## src/rtl/rmd_pkg.sv

```systemverilog
// Shared constants and codes for the record-marking deframer.
package rmd_pkg;

  // Default width of the fragment length field taken from each header.
  localparam int unsigned LengthBitsDefault = 31;
  localparam int unsigned LengthBitsMax     = 31;

  // Event codes carried in the input tuser.
  localparam logic [1:0] OP_DATA      = 2'd0;
  localparam logic [1:0] OP_EOS       = 2'd1;
  localparam logic [1:0] OP_READ_ERR  = 2'd2;

  // Stream status codes carried in the output tuser.
  localparam logic [1:0] ST_NORMAL    = 2'd0;
  localparam logic [1:0] ST_CLEAN_END = 2'd1;
  localparam logic [1:0] ST_TRUNCATED = 2'd2;
  localparam logic [1:0] ST_READ_ERR  = 2'd3;

  // Transaction id is four bytes.
  localparam int unsigned XidBytes = 4;

  // Output tuser bit positions.
  localparam int unsigned UserByteValid = 0;
  localparam int unsigned UserInHeader  = 1;
  localparam int unsigned UserXidValid  = 2;
  localparam int unsigned UserStatusLo  = 3;

endpackage

```

## src/rtl/rpc_record_marking_deframer_unit.sv

```systemverilog
// Record-marking deframer: splits a byte stream into tagged header and payload items.
//
// Usage:
//   Input channel (s_axis): one item per stream event. tuser holds the event kind
//   (data byte, end of stream, read error); tdata holds the stream byte.
//   Output channel (m_axis): exactly one item per accepted input item. tdata holds
//   the passed-through byte and the captured transaction id, tuser the flags and
//   the stream status, tlast marks the byte that closes a record.
//   Each result is registered and is offered in the cycle after its input item is accepted.
//   Throughput: one item per cycle while the output is not stalled; the header
//   assembly, length counter and id capture each update in the same cycle the item
//   is taken, so the next item can follow at once.
//   Stall: the result register holds while m_axis_tready is low; s_axis_tready
//   drops only while a held result is not being taken, so no item is lost.
//   Reset: rst_ni clears the framing state (expecting a header, first fragment,
//   no open record) and empties the result register. End-of-stream and read-error
//   items report their status and then return the framing state to the same point.
//   An unused event code yields an all-zero result and leaves the state alone.
module rpc_record_marking_deframer_unit #(
  parameter int unsigned LENGTH_BITS = rmd_pkg::LengthBitsDefault
) (
  input  logic        clk_i,
  input  logic        rst_ni,
  // input channel
  input  logic        s_axis_tvalid,
  output logic        s_axis_tready,
  input  logic [7:0]  s_axis_tdata,   // [7:0] data_byte
  input  logic [1:0]  s_axis_tuser,   // [1:0] operation
  // output channel
  output logic        m_axis_tvalid,
  input  logic        m_axis_tready,
  output logic [39:0] m_axis_tdata,   // [7:0] out_byte, [39:8] xid
  output logic [4:0]  m_axis_tuser,   // [0] byte_valid, [1] in_header, [2] xid_valid,
                                      // [4:3] stream_status
  output logic        m_axis_tlast    // record_end
);
  import rmd_pkg::*;

  localparam int unsigned CntW = $clog2(XidBytes + 1);

  // Framing state
  logic                   in_payload_q, in_payload_d;
  logic [1:0]             hdr_cnt_q, hdr_cnt_d;
  logic [23:0]            hdr_shift_q, hdr_shift_d;   // first three header bytes
  logic [LENGTH_BITS-1:0] remain_q, remain_d;
  logic                   last_frag_q, last_frag_d;
  logic                   first_frag_q, first_frag_d;
  logic                   rec_open_q, rec_open_d;
  logic [CntW-1:0]        xid_cnt_q, xid_cnt_d;
  logic [31:0]            xid_shift_q, xid_shift_d;

  // Result register
  logic        out_valid_q;
  logic [39:0] out_data_q, out_data_d;
  logic [4:0]  out_user_q, out_user_d;
  logic        out_last_q, out_last_d;

  logic        accept;
  logic [31:0] hdr_word;
  logic [LENGTH_BITS-1:0] frag_len;
  logic [LENGTH_BITS-1:0] remain_dec;
  logic        rec_end;
  logic        hdr;
  logic        xv;
  logic [31:0] xid_seen;
  logic [1:0]  status;

  // Take a new item whenever the result register is empty or being drained.
  assign s_axis_tready = !out_valid_q || m_axis_tready;
  assign accept        = s_axis_tvalid && s_axis_tready;

  assign hdr_word   = {hdr_shift_q, s_axis_tdata};
  assign frag_len   = hdr_word[LENGTH_BITS-1:0];
  assign remain_dec = remain_q - {{(LENGTH_BITS-1){1'b0}}, 1'b1};

  always_comb begin
    in_payload_d = in_payload_q;
    hdr_cnt_d    = hdr_cnt_q;
    hdr_shift_d  = hdr_shift_q;
    remain_d     = remain_q;
    last_frag_d  = last_frag_q;
    first_frag_d = first_frag_q;
    rec_open_d   = rec_open_q;
    xid_cnt_d    = xid_cnt_q;
    xid_shift_d  = xid_shift_q;
    rec_end      = 1'b0;
    hdr          = 1'b0;
    xv           = 1'b0;
    xid_seen     = '0;
    status       = ST_NORMAL;
    out_data_d   = '0;
    out_user_d   = '0;
    out_last_d   = 1'b0;

    case (s_axis_tuser)
      OP_DATA: begin
        if (!in_payload_q) begin
          // Assemble the big-endian header; decode it on its fourth byte.
          hdr        = 1'b1;
          rec_open_d = 1'b1;
          if (hdr_cnt_q == 2'd3) begin
            last_frag_d = hdr_word[31];
            remain_d    = frag_len;
            hdr_cnt_d   = 2'd0;
            hdr_shift_d = '0;
            if (frag_len == '0) begin
              // Empty fragment closes right on its header.
              rec_end      = hdr_word[31];
              first_frag_d = hdr_word[31];
              rec_open_d   = !hdr_word[31];
            end else begin
              in_payload_d = 1'b1;
            end
          end else begin
            hdr_cnt_d   = hdr_cnt_q + 2'd1;
            hdr_shift_d = hdr_word[23:0];
          end
        end else begin
          // Capture the id from the first payload bytes of the first fragment.
          if (first_frag_q && (xid_cnt_q < CntW'(XidBytes))) begin
            xid_shift_d = {xid_shift_q[23:0], s_axis_tdata};
            xid_cnt_d   = xid_cnt_q + CntW'(1);
          end
          remain_d = remain_dec;
          if (remain_dec == '0) begin
            in_payload_d = 1'b0;
            rec_end      = last_frag_q;
            first_frag_d = last_frag_q;
            if (last_frag_q) begin
              rec_open_d = 1'b0;
            end
          end
        end
        xv       = (xid_cnt_d >= CntW'(XidBytes));
        xid_seen = xv ? xid_shift_d : '0;
        out_data_d = {xid_seen, s_axis_tdata};
        out_user_d[UserByteValid] = 1'b1;
        out_user_d[UserInHeader]  = hdr;
        out_user_d[UserXidValid]  = xv;
        out_last_d = rec_end;
        // Clear the id capture once the record has closed.
        if (rec_end) begin
          xid_cnt_d   = '0;
          xid_shift_d = '0;
        end
      end
      OP_EOS, OP_READ_ERR: begin
        xv       = (xid_cnt_q >= CntW'(XidBytes));
        xid_seen = xv ? xid_shift_q : '0;
        if (s_axis_tuser == OP_READ_ERR) begin
          status = ST_READ_ERR;
        end else if (rec_open_q) begin
          status = ST_TRUNCATED;
        end else begin
          status = ST_CLEAN_END;
        end
        out_data_d = {xid_seen, 8'h00};
        out_user_d[UserXidValid] = xv;
        out_user_d[UserStatusLo +: 2] = status;
        // Return the framing to its reset point.
        in_payload_d = 1'b0;
        hdr_cnt_d    = '0;
        hdr_shift_d  = '0;
        remain_d     = '0;
        last_frag_d  = 1'b0;
        first_frag_d = 1'b1;
        rec_open_d   = 1'b0;
        xid_cnt_d    = '0;
        xid_shift_d  = '0;
      end
      default: begin
        // Unused code: all-zero result, state held.
      end
    endcase
  end

  always_ff @(posedge clk_i or negedge rst_ni) begin
    if (!rst_ni) begin
      in_payload_q <= 1'b0;
      hdr_cnt_q    <= '0;
      hdr_shift_q  <= '0;
      remain_q     <= '0;
      last_frag_q  <= 1'b0;
      first_frag_q <= 1'b1;
      rec_open_q   <= 1'b0;
      xid_cnt_q    <= '0;
      xid_shift_q  <= '0;
      out_valid_q  <= 1'b0;
    end else begin
      if (accept) begin
        in_payload_q <= in_payload_d;
        hdr_cnt_q    <= hdr_cnt_d;
        hdr_shift_q  <= hdr_shift_d;
        remain_q     <= remain_d;
        last_frag_q  <= last_frag_d;
        first_frag_q <= first_frag_d;
        rec_open_q   <= rec_open_d;
        xid_cnt_q    <= xid_cnt_d;
        xid_shift_q  <= xid_shift_d;
        out_valid_q  <= 1'b1;
      end else if (m_axis_tready) begin
        out_valid_q  <= 1'b0;
      end
    end
  end

  // Result payload: load on accept, hold otherwise.
  always_ff @(posedge clk_i) begin
    if (accept) begin
      out_data_q <= out_data_d;
      out_user_q <= out_user_d;
      out_last_q <= out_last_d;
    end
  end

  assign m_axis_tvalid = out_valid_q;
  assign m_axis_tdata  = out_data_q;
  assign m_axis_tuser  = out_user_q;
  assign m_axis_tlast  = out_last_q;

endmodule

```

## config.mk

```make
export PLATFORM = sky130hd
export DESIGN_NAME = rpc_record_marking_deframer_unit
export DESIGN_NICKNAME = d
export VERILOG_FILES = /design/src/rtl/rmd_pkg.sv /design/src/rtl/rpc_record_marking_deframer_unit.sv
export SDC_FILE = /design/constraint.sdc
export NUM_CORES = 1
export LEC_CHECK = 0
export BUFFER_PORTS_ARGS = -buffer_cell sky130_fd_sc_hd__buf_2
export CAP_MARGIN = 20
export CORE_ASPECT_RATIO = 2
export CORE_MARGIN = 3
export CORE_UTILIZATION = 55
export DETAILED_ROUTE_END_ITERATION = 8
export PLACE_DENSITY = 0.74
export RECOVER_POWER = 50
export SLEW_MARGIN = 20
export SYNTH_ARGS = -nofsm -noshare
export SYNTH_HDL_FRONTEND = slang
export SYNTH_SLANG_ARGS = --single-unit
export TNS_END_PERCENT = 10
```

## constraint.sdc

```tcl
create_clock -name clk_i -period 3.7 [get_ports clk_i]
set_input_delay 1.11 -clock clk_i [delete_from_list [all_inputs] [get_ports clk_i]]
set_output_delay 1.11 -clock clk_i [all_outputs]
set_load 0.01 [all_outputs]
```

Word-level counts from Yosys, hierarchy flattened
Cells that the tools add are included.
W data, S select, Z words.
{"block": "word_totals", "ff_bits": 143, "latch_bits": 0, "ram_bits": 0, "romBits": 0, "in_bits": 14, "output_inout_bits": 48, "wordCells": 99, "n_memories": 0}
{"block": "classes", "n_addsub": 3, "n_mul": 0, "div_mod_pow": 0, "n_lt_le_gt_ge": 3, "eq_ne": 9, "shift": 0, "n_mux": 52, "bitwise": 0, "n_reduce_logical": 17}
{"operator": "$mux W32", "n": 5}
{"operator": "$pmux W40 S2", "n": 1}
{"operator": "$pmux W32 S2", "n": 1}
{"operator": "$logic_not A31 Y1", "n": 2}
{"operator": "$mux W31", "n": 2}
{"operator": "$pmux W31 S2", "n": 1}
{"operator": "$mux W24", "n": 2}
{"operator": "$pmux W24 S2", "n": 1}
{"operator": "$sub A31 B1 Y31 const B", "n": 1}
{"operator": "$mux W1", "n": 24}
{"operator": "$mux W3", "n": 4}
{"operator": "$ne A3 B3 Y1 const B", "n": 4}
{"operator": "$pmux W1 S2", "n": 5}
{"operator": "$mux W2", "n": 4}
{"operator": "$reduce_and A4 Y1", "n": 2}
{"operator": "$ge A3 B3 Y1 const B", "n": 2}
{"operator": "$pmux W3 S2", "n": 1}
{"operator": "$reduce_and A3 Y1", "n": 2}
{"operator": "$reduce_and A5 Y1", "n": 1}
{"operator": "$eq A2 B2 Y1 const B", "n": 2}
{"operator": "$ne A2 B2 Y1 const B", "n": 2}
{"operator": "$pmux W2 S2", "n": 1}
{"operator": "$reduce_bool A2 Y1", "n": 2}
{"operator": "$add A3 B1 Y3 const B", "n": 1}
{"operator": "9 further kinds", "n": 11}

Depth between registers and ports, before layout
Gate-level depths: netlist of run 1.
{"block": "logic_depth", "word_depth": 8, "depth_mapped": 13, "ltp_nobuf": 10}

Least setup slack after synthesis of run 1
OpenSTA, ideal clock, no wires.
{"block": "synth_timing", "path_type": "input to register", "from": "input m_axis_tready", "to": "register xid_cnt_q[1]", "arrival_ps": 3432, "required_time_ps": 3579, "path_slack_ps": 147, "stages": 8, "n_path_buf": 2, "path_cell_list": "nand2b_1 -> nand2_1 -> inv_1 -> nand2b_1 -> a31o_1 -> buf_6 -> buf_6 -> a22o_1"}
{"block": "synth_between", "elab_chain_cells": 3}
{"item": "start, declared", "line_no": "rpc_record_marking_deframer_unit.sv:31", "rtl": "input logic m_axis_tready,"}
{"item": "$logic_or A1 B1 Y1", "line_no": "rpc_record_marking_deframer_unit.sv:69", "rtl": "assign s_axis_tready = !out_valid_q || m_axis_tready;"}
{"item": "$logic_and A1 B1 Y1", "line_no": "rpc_record_marking_deframer_unit.sv:70", "rtl": "assign accept = s_axis_tvalid && s_axis_tready;"}
{"item": "via accept", "line_no": "rpc_record_marking_deframer_unit.sv:58", "rtl": "logic accept;"}
{"item": "$reduce_and A2 Y1 (no line)"}
{"item": "end signal, assigned", "line_no": "rpc_record_marking_deframer_unit.sv:198", "rtl": "xid_cnt_q <= xid_cnt_d;"}
{"item": "end, declared", "line_no": "rpc_record_marking_deframer_unit.sv:49", "rtl": "logic [CntW-1:0] xid_cnt_q, xid_cnt_d;"}
The timed path passes the listed nets, and every way through them passes these cells.
A chain may end at the register's enable or synchronous reset.

Worst setup path in the final report of run 1
{"block": "layout_timing", "from": "register remain_q[1]", "to": "register xid_shift_q[29]"}
{"block": "layout_between", "elab_chain_cells": 7}
{"item": "start, declared", "line_no": "rpc_record_marking_deframer_unit.sv:45", "rtl": "logic [LENGTH_BITS-1:0] remain_q, remain_d;"}
{"item": "start signal, assigned", "line_no": "rpc_record_marking_deframer_unit.sv:194", "rtl": "remain_q <= remain_d;"}
{"item": "$sub A31 B1 Y31", "line_no": "rpc_record_marking_deframer_unit.sv:74", "rtl": "assign remain_dec = remain_q - {{(LENGTH_BITS-1){1'b0}}, 1'b1};"}
{"item": "$logic_not A31 Y1", "line_no": "rpc_record_marking_deframer_unit.sv:125", "rtl": "if (remain_dec == '0) begin"}
{"item": "$mux W1", "line_no": "rpc_record_marking_deframer_unit.sv:125"}
{"item": "$mux W1", "line_no": "rpc_record_marking_deframer_unit.sv:97", "rtl": "if (!in_payload_q) begin"}
{"item": "$mux W1", "line_no": "rpc_record_marking_deframer_unit.sv:95", "rtl": "case (s_axis_tuser)"}
{"item": "$mux W32", "line_no": "rpc_record_marking_deframer_unit.sv:142", "rtl": "if (rec_end) begin"}
{"item": "$pmux W32 S2", "line_no": "rpc_record_marking_deframer_unit.sv:95"}
{"item": "end signal, assigned", "line_no": "rpc_record_marking_deframer_unit.sv:199", "rtl": "xid_shift_q <= xid_shift_d;"}
{"item": "end, declared", "line_no": "rpc_record_marking_deframer_unit.sv:50", "rtl": "logic [31:0] xid_shift_q, xid_shift_d;"}
No other way between the ends. The select of a mux whose other input is x is not followed.

==> flow_metrics.py, run 1 <==
metrics = {
    "run_status": {
        "outcome": "complete, but fails checks",
        "violations": "max-capacitance violations, max-slew violations",
    },
    "sta": {
        "worstMarginPinSlew_ns": 2.73,
        "setup_tns_ns": 0,
        "min_period_ns": 3.48,
        "holdWs_ns": 0.517,
        "slew_headroom": -0.819,
        "hold_viol": 0,
        "final.period_utilization": 0.941,
        "timing.final.ws_setup_ns": 0.217,
        "maxSlewViolCount": 48,
        "fmax_ghz": 0.287,
        "finClkSkew_ns": 0.0126,
        "rsz0062_at_grt": "false",
        "setup_viol": 0,
    },
    "yosys": {
        "avgSynthCellArea_sq_um": 9.89,
        "synthAdderAreaFrac": 0.0118,
        "synthesis.area_sq_um": 7400,
        "syn_nets": 769,
        "synth_compound_area_frac": 0.203,
        "ys_async_sr_fraction": 0.678,
        "synth_cell_type_count": 67,
        "synth_edf_count": 46,
        "ys_seq_elements": 143,
        "synth_mux_area_frac": 0.00863,
        "synth-simple-area-share": 0.209,
        "yosys_most_used_dff": "dfrtp_1",
        "ys_seq_area_frac": 0.515,
        "netlist_instances": 748,
        "synth_xor_area_frac": 0.00711,
        "synth_top_family_by_area": "simple AND/OR/NAND/NOR gates",
        "synth_warnings": 0,
    },
    "floorplanning": {
        "die_w_um": 88.0,
        "boundaryPins": 62,
        "initial_utilization": 0.566,
        "rows": 59,
        "dieArea_sq_um": 15000,
        "core_sq_um": 13100,
        "die_y_um": 170,
    },
    "critical_path": {
        "rr_worst_depth": 11,
        "slowest_stage": "or3b_1",
        "required_ns": 4.00,
        "crit_chain": "inv_1, ha_1, or3b_1, o32ai_1, a32o_1, nand4_1, nor4b_2, and4_4, nor4_4, buf_4, a22o_1",
        "end_kind": "flip-flop",
        "cp_max_fo": 23,
        "critical_path_arrival_ns": 3.79,
        "slowest_delay_ns": 0.50,
        "path_class": "flip-flop to flip-flop",
        "cp-start-kind": "flip-flop",
    },
    "drt": {
        "via_per_inst": 6.54,
        "dr.pass1.iters": 6,
        "dr_total_vias": 6250,
        "antenna_left": 0,
        "wirelength_mm": 20.3,
        "post-route-drc-count": 0,
        "drt_iter0_markers": 596,
        "route.detailed.wl_per_inst_um": 21.2,
    },
    "global_routing": {
        "track_usage": 0.280,
        "antenna_found_initial": 0,
        "grt-ovfl-total": 0,
        "grt_pass1_vias": 6103,
        "grt_pass1_wl_mm": 31.8,
        "grt_max_degree": 53,
    },
    "clock_tree": {
        "clock_latency_ns": 0.43,
        "cts_tree": "yes",
        "holdBufCountCts": 0,
        "ctsRootBufferMaster": "clkbuf_16",
        "clkSinkCount": 143,
        "clk_pin_slew_worst_paths_ns": 0.07,
        "cts_buffer_depth": 2,
        "htreeDepth": 4,
        "cts_resized": 0,
        "cts_buffers": 17,
        "post-cts-setup-buffers": 0,
    },
    "cells_and_area": {
        "synthToLayoutAreaGrowth_pct": 13.1,
        "nNetsFinal": 812,
        "diodes": 0,
        "drive_above_1_share": 0.148,
        "layout_commonest_cell": "nand2_1",
        "final_cell_mix": "101 x nand2_1, 96 x dfrtp_1, 69 x o21ai_0",
    },
    "place": {
        "place_congestion": 0.990,
        "hpwl_mm": 14.3,
        "port_buffers": 61,
        "pre_cts_ws_ns": 0.270,
    },
    "power": {
        "leakagePower_uw": 0.00347,
        "ir_drop_uv": 424,
        "pwr_density_cell_nw_per_um2": 613,
    },
    "min_path": {
        "min_path_type": "flip-flop to flip-flop",
        "whs_path_depth": 2,
    },
    "run": {
        "cap_violations": 1,
    },
}
layer usage:
metal,track usage,part of all wire,vias to the layer above
met1,0.296,0.34,3010
li1,-,-,2854
met3,0.0480,0.050,108
met5,0,0,-
met4,0.246,0.093,0
met2,0.465,0.51,278
cell usage after synthesis, types with 4 or more instances:
cell,count,area (sq um)
and3_1,18,113
ha_1,7,87.6
edfxtp_1,46,1380
dfrtp_1,96,2400
clkbuf_1,44,165
nor2b_1,10,62.6
nand4_1,12,75.1
a21o_1,4,30.0
o31ai_1,10,75.1
buf_2,6,30.0
nor4_1,10,62.6
a22oi_1,36,270
nor2_1,64,240
a31oi_1,8,50.1
or4_1,4,30.0
o41ai_1,6,52.6
and2_1,9,56.3
o21ai_0,69,345
buf_6,9,101
a21oi_1,30,150
nor3_1,16,80.1
inv_1,9,33.8
xor2_1,4,35.0
nand3_1,11,55.1
nand2b_1,9,56.3
a22o_1,34,298
or3_1,5,31.3
nand2_1,101,379
worst max-delay path, delay by kind of cell (launching register included):
kind,cells,cell delay [ns]
AND/OR/NAND/NOR,5,1.49
AO/OA/AOI/OAI,3,0.80
flip-flops,1,0.44
buffers and inverters,2,0.38
adder cells (fa/ha/maj),1,0.25
area by class of cell:
class,count,area [sq um]
inverters,9,33.8
clock inverters,15,186
well taps,152,190
flip-flops and latches,143,3810
fillers,1096,4700
repair buffers,84,447
multi-input cells,536,3270
clock buffers,17,425
stage by stage:
stage | total power, uW | std cells | area (sq um) | util
floorplan | 2950 | 748 | 7400 | -
global placement | 3300 | 924 | 7790 | 0.596
detailed placement | 3340 | 924 | 7790 | 0.596
CTS | 5120 | 956 | 8400 | 0.643
global route | 5360 | 956 | 8370 | 0.640
finish | 5130 | 956 | 8370 | 0.640
path summary, 6_finish.rpt:
path / from / to / slack (ns)
max: remain_q[1] / xid_shift_q[29] / 0.22
min: hdr_cnt_q[1] / hdr_cnt_q[1] / 0.52
max reg2reg: remain_q[1] / xid_shift_q[29] / 0.22
min reg2reg: hdr_cnt_q[1] / hdr_cnt_q[1] / 0.52
max in group asynchronous: rst_ni / remain_q[17] / 0.60
min in group asynchronous: rst_ni / hdr_shift_q[13] / 1.54
report_power, final:
part / total [uW] / switching [uW] / leakage (uW) / internal (uW)
combinational: 1300 / 825 / 0.00139 / 474
sequential: 2040 / 245 / 0.00178 / 1800
clock: 1780 / 757 / 0.000300 / 1030
total: 5130 / 1830 / 0.00347 / 3300
kinds of logic after synthesis:
group | count (synthesis)
and+or+nand+nor | 294
AOI/OAI and AO/OA | 223
DFF | 143
buffers and inverters | 69
adders and majority gates | 7
xor gates and xnor gates | 6
muxes | 6
sequential cells by signal, indices dropped and copies added, names as in the netlist:
signal,flops
m_axis_tdata,40
xid_shift_q,32
remain_q,31
hdr_shift_q,24
m_axis_tuser,5
xid_cnt_q,3
hdr_cnt_q,2
first_frag_q,1
in_payload_q,1
last_frag_q,1
m_axis_tlast,1
m_axis_tvalid,1
rec_open_q,1
Note: power is estimated with default switching activity, not from simulation.
==> run 2, diff against run 1 <==
--- a/config.mk
+++ b/config.mk
@@ -10,8 +10,9 @@
 export CORE_ASPECT_RATIO = 2
 export CORE_MARGIN = 3
 export CORE_UTILIZATION = 55
+export CTS_CLUSTER_SIZE = 40
 export DETAILED_ROUTE_END_ITERATION = 8
-export PLACE_DENSITY = 0.74
+export PLACE_DENSITY = 0.76
 export RECOVER_POWER = 50
 export SLEW_MARGIN = 20
 export SYNTH_ARGS = -nofsm -noshare
==> run 2 against run 1 <==
The flow now finishes without violations. Critical path depth up 1. Clock skew is 0.0011 ns lower. Clock power up 7%. Worst hold slack lost 0.0061 ns. Wire length up 2.5%. Sequential share of layout area fell by 0.61 points. Worst setup slack improved by 0.088 ns. Via count fell by 0.94%. Design area up 1.4%. Global-route usage rose by 0.77 points.
==> flow_metrics.py, run 2 (synthesis gave the netlist of run 1 again) <==
metrics = {
    "cells_and_area": {
        "nNetsFinal": 826,
        "regArea_sq_um": 3810,
        "drive_above_1_share": 0.137,
        "layout_commonest_cell": "nand2_1",
        "largest_reg_flops": 40,
        "fillers": 1050,
        "final_cell_mix": "101 x nand2_1, 96 x dfrtp_1, 69 x o21ai_0",
        "synthToLayoutAreaGrowth_pct": 14.7,
        "diodes": 0,
        "multi_input_area_sq_um": 3270,
    },
    "power": {
        "ir_drop_uv": 415,
        "pwr_density_cell_nw_per_um2": 628,
        "leakagePower_uw": 0.00350,
    },
    "clock_tree": {
        "clock_latency_ns": 0.42,
        "cts_buffer_depth": 2,
        "clk_pin_slew_worst_paths_ns": 0.07,
        "ctsRootBufferMaster": "clkbuf_16",
        "cts_tree": "yes",
        "htreeDepth": 4,
        "clkSinkCount": 143,
        "cts_buffers": 17,
        "holdBufCountCts": 0,
    },
    "critical_path": {
        "path_class": "flip-flop to flip-flop",
        "cp-start-kind": "flip-flop",
        "required_ns": 3.99,
        "slowest_delay_ns": 0.47,
        "crit_chain": "inv_1, ha_1, or3b_1, buf_4, o32ai_1, a32o_1, nand3_1, nor3_2, nand4_1, a31o_1, buf_4, mux2_2",
        "slowest_stage": "dfrtp_1",
        "crit_buf_inv": 3,
        "cp_max_fo": 34,
        "critical_path_arrival_ns": 3.69,
        "end_kind": "flip-flop",
        "path_delay_family": "simple AND/OR/NAND/NOR gates",
        "crit_top_cell": "buf_4",
    },
    "global_routing": {
        "grt-ovfl-total": 0,
        "antenna_found_initial": 0,
        "grt_pass1_vias": 6226,
        "grt_pass1_wl_mm": 32.7,
        "grt_max_degree": 55,
        "track_usage": 0.288,
    },
    "floorplanning": {
        "boundaryPins": 62,
        "initial_utilization": 0.566,
        "rows": 59,
        "die_y_um": 170,
        "core_sq_um": 13100,
        "dieArea_sq_um": 15000,
        "die_w_um": 88.0,
    },
    "place": {
        "place_congestion": 0.957,
        "pre_cts_ws_ns": 0.238,
        "port_buffers": 61,
        "hpwl_mm": 14.8,
    },
    "run": {
        "cap_violations": 0,
    },
    "drt": {
        "dr.pass1.iters": 5,
        "post-route-drc-count": 0,
        "antenna_left": 0,
        "wirelength_mm": 20.8,
        "route.detailed.wl_per_inst_um": 21.5,
        "drt_iter0_markers": 494,
        "dr_total_vias": 6191,
        "via_per_inst": 6.38,
    },
    "sta": {
        "slew_headroom": 0.0483,
        "finClkSkew_ns": 0.0115,
        "setup_viol": 0,
        "rsz0062_at_grt": "false",
        "setup_tns_ns": 0,
        "timing.final.ws_setup_ns": 0.306,
        "worstMarginPinSlew_ns": 1.43,
        "final.period_utilization": 0.917,
        "min_period_ns": 3.39,
        "maxSlewViolCount": 0,
        "fmax_ghz": 0.295,
        "hold_viol": 0,
    },
    "min_path": {
        "min_path_type": "flip-flop to flip-flop",
    },
    "run_status": {
        "outcome": "finished, final reports clean",
    },
}
[run 2: cell types whose count changed in the layout (fill, tap and decap cells not counted), moves of 2 or more]
| cell | previous run | this run |
|---|---|---|
| buf_2 | 31 | 12 |
| and2_1 | 8 | 5 |
| clkbuf_1 | 31 | 52 |
| and2_0 | 1 | 4 |
| buf_4 | 20 | 31 |
| bufinv_16 | 2 | 4 |
[run 2: path summary, 6_finish.rpt]
check,from,to,slack [ns],cells after the start
worst max register to register,remain_q[0],xid_cnt_q[0],0.31,12
max in group asynchronous,rst_ni,hdr_shift_q[1],1.19,2
worst min register to register,hdr_cnt_q[1],hdr_cnt_q[1],0.51,2
min in group asynchronous,rst_ni,hdr_shift_q[7],1.02,1
worst max-delay path,remain_q[0],xid_cnt_q[0],0.31,12
worst min-delay path,hdr_cnt_q[1],hdr_cnt_q[1],0.51,2
[run 2: layer usage]
metal | part of all wire | vias to the layer above | GRT usage | wire length [um]
met5 | 0 | - | 0 | 0
met4 | 0.074 | 0 | 0.196 | 1540
met3 | 0.041 | 85 | 0.0422 | 848
li1 | - | 2874 | - | -
met1 | 0.35 | 2981 | 0.302 | 7210
met2 | 0.54 | 251 | 0.512 | 11200
[run 2: tightest hold or removal path, stage by stage (launching register included)]
cell,delay (ns)
dfrtp_1,0.36
nand2_1,0.05
o21ai_0,0.06
[run 2: power breakdown]
group          internal (uW)  switching (uW)
Clock                   1170             745
Sequential              1800             251
Combinational            522             841
[run 2: cell type report]
type | count | area share
timing repair buffer | 98 | 0.0611
inverter | 9 | 0.00398
tap | 152 | 0.0224
clock inverter | 15 | 0.0276
sequential | 143 | 0.449
multi-input combinational | 536 | 0.386
clock buffer | 17 | 0.0502
[run 2: per-stage QoR]
stage	power (uW)	util	instance area [sq um]	instances	hold slack [ns]
2_1_floorplan	2950	-	7400	748	0.454
3_3_place_gp	3380	0.603	7870	935	0.470
3_5_place_dp	3420	0.603	7870	935	0.499
4_1_cts	5330	0.653	8530	967	0.515
5_1_grt	5570	0.649	8480	970	0.530
6_report	5320	0.649	8480	970	0.511
[run 2: repair_timing]
action / 4_1_cts / 5_1_grt
buffers inserted: 0 / 3
setup endpoints to repair: 0 / 20
gates resized for setup: 0 / 0
==> run 3, diff against run 2 <==
--- a/config.mk
+++ b/config.mk
@@ -12,6 +12,7 @@
 export CORE_UTILIZATION = 55
 export CTS_CLUSTER_SIZE = 40
 export DETAILED_ROUTE_END_ITERATION = 8
+export GPL_TIMING_DRIVEN = 0
 export PLACE_DENSITY = 0.76
 export RECOVER_POWER = 50
 export SLEW_MARGIN = 20
==> run 3 against run 2 <==
The run now ends with max-capacitance violations, max-slew violations left. Via count rose by 4.1%. Largest cell class unchanged. Critical endpoint is now xid_shift_q[3]. Worst hold slack lost 0.012 ns. Clock power is 3% lower. Core utilization rose by 0.50 points. Combinational power hardly changed. Total power decreased by 1.6%. Global-route usage up 2.3 points. Wire length increased by 7.7%. Non-clock buffer count grew 24. Clock skew shrank 0.0023 ns. First-iteration DRC count down 0.81%.
==> flow_metrics.py, run 3 (synthesis gave the netlist of run 1 again) <==
metrics = {
    "run_status": {
        "outcome": "complete, but fails checks",
        "violations": "max-capacitance violations, max-slew violations",
    },
    "clock_tree": {
        "cts_tree": "yes",
        "clkSinkCount": 143,
        "post-cts-setup-buffers": 0,
        "clk_pin_slew_worst_paths_ns": 0.06,
        "cts_buffer_depth": 2,
        "htreeDepth": 4,
        "cts_buffers": 17,
        "holdBufCountCts": 0,
        "ctsRootBufferMaster": "clkbuf_16",
        "clock_latency_ns": 0.42,
    },
    "sta": {
        "hold_viol": 0,
        "timing.final.ws_setup_ns": 0.177,
        "holdWs_ns": 0.499,
        "final.period_utilization": 0.952,
        "slew_headroom": -0.120,
        "rsz0062_at_grt": "false",
        "maxSlewViolCount": 32,
        "fmax_ghz": 0.284,
        "worstMarginPinSlew_ns": 1.68,
        "min_period_ns": 3.52,
        "setup_viol": 0,
        "finClkSkew_ns": 0.00923,
    },
    "power": {
        "swShare": 0.346,
        "leakagePower_uw": 0.00356,
        "p_int_uw": 3430,
        "p_total_uw": 5240,
        "pwr_density_cell_nw_per_um2": 613,
        "switching_power_uw": 1810,
        "pwr-share-seq": 0.381,
        "ir_drop_uv": 405,
        "pwr-share-clk": 0.354,
        "power_frac_comb": 0.265,
    },
    "global_routing": {
        "track_usage": 0.311,
        "grt_pass1_wl_mm": 34.6,
        "grt_pass1_vias": 6438,
        "antenna_found_initial": 0,
        "grt_max_degree": 68,
        "grt-ovfl-total": 0,
    },
    "drt": {
        "route.detailed.wl_per_inst_um": 22.6,
        "dr_total_vias": 6442,
        "antenna_left": 0,
        "post-route-drc-count": 0,
        "dr.pass1.iters": 5,
        "drt_iter0_markers": 490,
        "wirelength_mm": 22.4,
        "via_per_inst": 6.48,
    },
    "cells_and_area": {
        "synthToLayoutAreaGrowth_pct": 15.5,
        "drive_above_1_share": 0.151,
        "largest_reg_flops": 40,
        "utilization": 0.654,
        "nNetsFinal": 850,
        "layout_commonest_cell": "nand2_1",
        "diodes": 0,
        "final_cell_mix": "101 x nand2_1, 96 x dfrtp_1, 69 x o21ai_0",
    },
    "floorplanning": {
        "core_sq_um": 13100,
        "rows": 59,
        "initial_utilization": 0.566,
        "die_w_um": 88.0,
        "boundaryPins": 62,
        "dieArea_sq_um": 15000,
        "die_y_um": 170,
    },
    "min_path": {
        "holdCritStartpoint": "hdr_cnt_q[1]",
        "min_path_type": "flip-flop to flip-flop",
    },
    "critical_path": {
        "cp_max_fo": 10,
        "cp-startpoint": "remain_q[0]",
        "end_kind": "flip-flop",
        "cp-start-kind": "flip-flop",
        "critical_path_arrival_ns": 3.82,
        "path_class": "flip-flop to flip-flop",
        "rr_startpoint": "remain_q[0]",
        "required_ns": 4.00,
    },
    "place": {
        "port_buffers": 61,
        "place_congestion": 0.988,
        "hpwl_mm": 16.3,
        "pre_cts_ws_ns": -0.482,
    },
    "run": {
        "cap_violations": 1,
    },
}
-- run 3: stage by stage --
step	instance area, sq um	setup TNS (ns)	std cells
CTS	8580	0	994
global placement	7890	-24.16	961
detailed placement	7950	-11.93	963
global route	8550	0	994
floorplan	7400	0	748
finish	8550	0	994
-- run 3: cell type report --
| cell class | instances | area (sq um) |
|---|---|---|
| fill | 1029 | 4520 |
| sequential | 143 | 3810 |
| multi-input combinational | 536 | 3270 |
| clock buffer | 18 | 429 |
| timing repair buffer | 63 | 314 |
| buffer | 59 | 298 |
| clock inverter | 14 | 204 |
| tap | 152 | 190 |
| inverter | 9 | 33.8 |
-- run 3: worst max-delay path, stage by stage, from the launching register on --
cell     delay [ns]
dfrtp_1        0.48
inv_1          0.12
ha_1           0.28
or3b_1         0.36
buf_2          0.16
o32ai_1        0.32
a32o_1         0.23
nand3_1        0.08
nor3_2         0.38
nand4_1        0.19
a31o_1         0.27
buf_6          0.13
buf_6          0.14
a22o_1         0.24
-- run 3: per-layer routing --
metal	share of wire	GRT usage
met4	0.10	0.282
met1	0.34	0.319
met5	0	0
met2	0.51	0.516
met3	0.051	0.0615
-- run 3: path summary, 6_finish.rpt --
check,to,cells after the start,slack (ns)
max,xid_shift_q[3],13,0.18
min,hdr_cnt_q[1],2,0.50
max reg2reg,xid_shift_q[3],13,0.18
min reg2reg,hdr_cnt_q[1],2,0.50
max in group asynchronous,remain_q[8],2,0.72
min in group asynchronous,hdr_shift_q[8],1,1.11
-- run 3: power by group through the flow --
stage                     Sequential [uW]  Clock, uW  Combinational, uW
after detailed placement             2020          0               1370
after CTS                            1990       1870               1370
after floorplan                      1960          0                992
after global routing                 2010       1940               1530
after global placement               2010          0               1330
final                                2000       1850               1390
-- run 3: timing repair --
action,4_1_cts,5_1_grt
endpoints found under the setup margin,13,18
gates resized for setup,0,2
pin swaps,0,0
